<file path="src/rtl/bfa_pkg.sv">
// Bitmap frame allocator package: beat types, action and status codes,
// register indexes and fixed widths. No dependencies.
package bfa_pkg;

  localparam int CNT_W  = 17;
  localparam int ADDR_W = 32;
  localparam int IDX_W  = 2;

  localparam logic [ADDR_W-1:0] BASE_ADDR = 32'h0010_0000;

  typedef enum logic [1:0] {
    ACT_INIT  = 2'd0,
    ACT_ALLOC = 2'd1,
    ACT_FREE  = 2'd2,
    ACT_NOP   = 2'd3
  } action_e;

  typedef enum logic [1:0] {
    ST_OK       = 2'd0,
    ST_NO_FREE  = 2'd1,
    ST_RANGE    = 2'd2,
    ST_NOT_USED = 2'd3
  } status_e;

  localparam logic [IDX_W-1:0] REG_FRAME_COUNT = 2'd0;
  localparam logic [IDX_W-1:0] REG_LOW_RSV     = 2'd1;
  localparam logic [IDX_W-1:0] REG_HIGH_RSV    = 2'd2;

  typedef struct packed {
    logic [1:0]        action;
    logic [ADDR_W-1:0] address;
  } in_t;

  typedef struct packed {
    logic [1:0]        status;
    logic [ADDR_W-1:0] frame_address;
    logic [CNT_W-1:0]  free_count;
  } out_t;

endpackage

</file>
<file path="src/rtl/bfa_div.sv">
// Frame index split into map word and bit by a constant word width, using a
// reciprocal multiply and a multiply-back subtract. Depends on bfa_pkg.
module bfa_div #(
  parameter int DIVISOR = 32
) (
  input  logic                        clk_i,
  input  logic                        rst_ni,
  input  logic                        start_i,
  input  logic [bfa_pkg::CNT_W-1:0]   dividend_i,
  output logic                        done_o,
  output logic [bfa_pkg::CNT_W-1:0]   quot_o,
  output logic [$clog2(DIVISOR)-1:0]  rem_o
);
  import bfa_pkg::*;

  localparam int BW = $clog2(DIVISOR);
  localparam int SH = CNT_W + BW;
  localparam int MW = CNT_W + 2;
  localparam int PW = CNT_W + MW;
  localparam longint unsigned RECIP_V =
    ((64'd1 << SH) + 64'(DIVISOR) - 64'd1) / 64'(DIVISOR);
  localparam logic [MW-1:0]    RECIP = MW'(RECIP_V);
  localparam logic [CNT_W-1:0] DIV_V = CNT_W'(DIVISOR);

  logic [CNT_W-1:0] dvd_q, quot_q, back;
  logic [BW-1:0]    rem_q;
  logic             mul_q, sub_q, done_q;
  logic [PW-1:0]    prod;

  // ceil(2^SH / DIVISOR) keeps the quotient exact for every CNT_W-bit index
  assign prod = {{MW{1'b0}}, dvd_q} * {{CNT_W{1'b0}}, RECIP};
  assign back = quot_q * DIV_V;

  always_ff @(posedge clk_i or negedge rst_ni) begin
    if (!rst_ni) begin
      mul_q  <= 1'b0;
      sub_q  <= 1'b0;
      done_q <= 1'b0;
    end else begin
      mul_q  <= start_i;
      sub_q  <= mul_q;
      done_q <= sub_q;
    end
  end

  always_ff @(posedge clk_i) begin
    if (start_i) begin
      dvd_q <= dividend_i;
    end
    if (mul_q) begin
      quot_q <= CNT_W'(prod >> SH);
    end
    if (sub_q) begin
      rem_q <= BW'(dvd_q - back);
    end
  end

  assign done_o = done_q;
  assign quot_o = quot_q;
  assign rem_o  = rem_q;

endmodule

</file>
<file path="config.mk">
export PLATFORM = sky130hd
export DESIGN_NAME = bfa_div
export DESIGN_NICKNAME = d
export VERILOG_FILES = /design/src/rtl/bfa_pkg.sv /design/src/rtl/bfa_div.sv
export SDC_FILE = /design/constraint.sdc
export NUM_CORES = 1
export LEC_CHECK = 0
export BUFFER_PORTS_ARGS = -buffer_cell sky130_fd_sc_hd__buf_2
export CORE_ASPECT_RATIO = 0.75
export CORE_MARGIN = 2
export CORE_UTILIZATION = 46
export DETAILED_ROUTE_END_ITERATION = 10
export PLACE_DENSITY = 0.76
export SETUP_SLACK_MARGIN = 0.4
export SLEW_MARGIN = 10
export SYNTH_ARGS = -nofsm -noshare
export SYNTH_HDL_FRONTEND = slang
export SYNTH_SLANG_ARGS = --single-unit
</file>
<file path="constraint.sdc">
create_clock -name clk_i -period 1.1 [get_ports clk_i]
set_clock_uncertainty 0.1 [all_clocks]
set_input_delay 0.22 -clock clk_i [delete_from_list [all_inputs] [get_ports clk_i]]
set_output_delay 0.22 -clock clk_i [all_outputs]
set_load 0.005 [all_outputs]
</file>
# Word level (Yosys, flattened, before mapping)
# Index checks and enable logic that the tools add are counted.
# W data, S select, Z words.
[classes]
n_addsub = 1
[ops]
columns = ["cell", "n"]
rows = [
  ["$sub A5 B1 Y5 const B", 1],
]
[totals]
elab_cells = 7
output_inout_bits = 23
ff_bits = 37
input_bits = 20

# Depth between registers and ports, before layout
[logic_depth]
ltp_word = 1
ltp_mapped = 1

# Worst setup path after synthesis
# OpenSTA, ideal clock, no wires.
[synth_timing]
path_type = "register -> register"
from = "reg mul_q"
to = "reg quot_q[0], in the netlist quot_o[0], enable pin"
setup_slack_ps = 106
arrival_ps = 544
stages_incl_launch_ff = 1
setup_ps = 350
path_buffers = 0
period_less_slack_ps = 994
cell_sequence = "dfrtp_1"
[synth_rtl]
columns = ["element", "line_no", "text"]
rows = [
  ["start: declaration", "bfa_div.sv:27", "logic mul_q, sub_q, done_q;"],
  ["start signal: assignment", "bfa_div.sv:40", "mul_q <= start_i;"],
  ["end signal: assignment", "bfa_div.sv:51", "quot_q <= CNT_W'(prod >> SH);"],
  ["end: declaration", "bfa_div.sv:25", "logic [CNT_W-1:0] dvd_q, quot_q, back;"],
]
# No word-level cell between the ends.

# Worst setup path in the final report
[layout_timing]
from = "reg quot_q[6], in the netlist quot_o[6]"
to = "out quot_o[6] (netlist name)"
[layout_rtl]
columns = ["element", "line_no", "text"]
rows = [
  ["end: declaration", "bfa_div.sv:11", "output logic [bfa_pkg::CNT_W-1:0] quot_o,"],
]
# No word-level cell between the ends.

==> results by group <==
Routing
  • Drt initial violations: 3
  • DRT Wirelength: around 1.5 mm
  • Drt first pass iters: 3
  • Remaining DRCs: 0
  • Avg Vias per Cell: between 4 and 5
  • ANT nets after route: 0
  • Routed len/inst: around 12 um
  • Vias: just over 500

Layout
  • NumNets Final: 110
  • Diodes inserted: 0
  • Layout cells sized above 1: 53.85%
  • Synthesis-to-finish area growth: 29.59%
  • Non-Filler Instances: between 100 and 150
  • Most common cell after layout, fill and taps aside: buf_2
  • Most frequent cells in the layout: 37 x buf_2, 34 x edfxtp_1, 5 x conb_1, 5 x clkbuf_4

Power and ir drop
  • Pwr/cell area: 1826 nW/um2
  • Worst vdd ir: 0.0009237 V
  • Cell leakage power: around 0.6 nW
  • Post-layout power: 2.692 mW

STA
  • Endpoints failing hold: 17
  • Fmax: about 850 MHz
  • Slew Viols, Final: 0
  • Final setup margin: -0.07283 ns
  • Unrepaired setup endpoints after global routing: true
  • Tmin final: roughly 1.2 ns
  • Final setup violation count: 18
  • WHS: -0.02895 ns
  • Tcrit/Tclk final: 106.6%

Yosys
  • Gate Count Post-Synth: 43
  • Top post-synthesis cells by area: edfxtp_1 90%, dfrtp_1 6.6%, buf_4 3.3%, conb_1 0.33%
  • Mapped cell area: 1137 um2
  • Seq/Total Area, Yosys: a little over nine tenths
  • Synth Register Bits: 37
  • Synth Area per Inst: about 26 um2
  • Yosys cell types: 4
  • Synth warn: 0
  • Area leader, netlist: edfxtp_1
  • Synth top area share: 89.77%

Setup path
  • Worst reg-to-reg path cell count: 1
  • Endpoint class of the critical path: output port
  • Worst EP arrival: ~0.85 ns
  • CP Depth: 1
  • Worst Path Max Fanout: 1
  • Worst path buffer plus inverter count: 1
  • WP data required: between 0.7 and 0.8 ns
  • Crit-path cells: buf_2
  • Worst path top cell family by delay: flip-flops
  • Worst setup path category: reg -> out
  • Startpoint Class: flip-flop
  • CP peak stage delay: about 0.40 ns
  • Crit path max-delay cell type: edfxtp_1

Clocking
  • Cts hold-fix bufs: 1
  • CTS root buf: clkbuf_4
  • Num Clock Sinks: 37
  • CTS max path bufs: 2
  • CTS tree: yes
  • H-tree depth: 2
  • Worst skew pair latency: approximately 0.31 ns
  • Inserted Clock Buffers: 5
  • CTS clk-pin slew, worst paths: around 0.11 ns

Worst hold path
  • Hold path depth: 1
  • Hold Crit Class: in -> reg

Placed design
  • Cell count after placement: 114
  • Placer congestion estimate: about 0.64
  • Port bufs: 37

Global route
  • Gr usage total: 11.86%
  • Vias in the first global route: around 510
  • GR Layer Usage met1: roughly 11%
  • GRT overflow: 0
  • First-pass GRT wire length: ~2.1 mm
  • Met3 Usage GRT: approximately 5.8%
  • GRT met2 Usage: a little over a fifth
  • Gr busiest metal: met2
  • Initial antenna violation count: 0
  • Largest net degree at the start of global routing: 18

Floorplanning
  • Initial Util: between 40% and 50%
  • Die area: around 2900 um2
  • Core ar.: about 2300 um2
  • # IOs: 43
  • Chip height: approximately 47 um
  • DIE WIDTH: ~61 um
  • Row cnt: 15

Job
  • Maxcap violations: 0

Run status
  • Failing checks: hold timing, setup timing
  • Outcome: finished with violations
[metal layers]
layer / up-vias / routed length, um
li1: 248 / -
met1: 237 / 546
met4: 0 / 17
met3: 2 / 87
met5: - / 0
met2: 24 / 804
[cells in the mapped netlist]
cell and n:
buf_4 5, conb_1 1, dfrtp_1 3, edfxtp_1 34
[sequential cells by signal, summed over array words and instances (netlist names)]
signal,cells
mul_q,1
dvd_q,17
done_o,1
quot_o,12
sub_q,1
rem_o,5
[logic make-up (layout without fill, tap and decap cells)]
logic type             count (synthesis)  in the layout  synth area share (%)
DFF                                   37             37                 96.37
buffers and inverters                  5             49                 3.301
other                                  1              5                0.3297
[stage by stage]
| stage | setup TNS, ns | setup slack, ns | hold WS (ns) | utilization [%] | cell area, um2 |
|---|---|---|---|---|---|
| final | -0.6296 | -0.07283 | -0.02895 | 63.33 | 1474 |
| after global routing | -1.631 | -0.1230 | -0.05037 | 63.33 | 1474 |
| after CTS | -0.9572 | -0.08761 | -0.04312 | 63.33 | 1474 |
| after detailed placement | 0 | 0.1538 | -0.07300 | 58.60 | 1364 |
| after global placement | 0 | 0.1767 | -0.08195 | 58.60 | 1364 |
| after floorplan | 0 | 0.2172 | -0.1756 | - | 1154 |
[report_power, final]
| part | leakage, nW | internal [mW] | switching, mW | total, mW |
|---|---|---|---|---|
| registers | 0.366 | 1.66 | 0.0309 | 1.69 |
| clock network | 0.0422 | 0.476 | 0.388 | 0.864 |
| logic | 0.187 | 0.0738 | 0.0611 | 0.135 |
| total | 0.595 | 2.21 | 0.480 | 2.69 |
[repair_timing]
action	in CTS	in global routing
pin swaps	0	0
endpoints found under the setup margin	54	53
endpoints found under the hold margin	20	17
gates resized for setup	4	0
setup buffers	2	0
[final timing paths]
check	start	end	slack (ns)
max reg2reg	mul_q	quot_o[2]	0.19
max	quot_o[6]	quot_o[6]	-0.07
min	dividend_i[1]	dvd_q[1]	-0.03
max in group asynchronous	rst_ni	sub_q	0.65
min in group asynchronous	rst_ni	mul_q	0.12
min reg2reg	dvd_q[11]	quot_o[6]	0.32
[area by class of cell]
class / count / area, um2
clock buffers: 6 / 41.29
well taps: 34 / 42.54
fillers: 193 / 853.3
repair buffers: 41 / 237.7
clock inverters: 2 / 35.03
multi-input cells: 5 / 18.77
flip-flops and latches: 37 / 1099
Power figures use the tool's default switching activity.
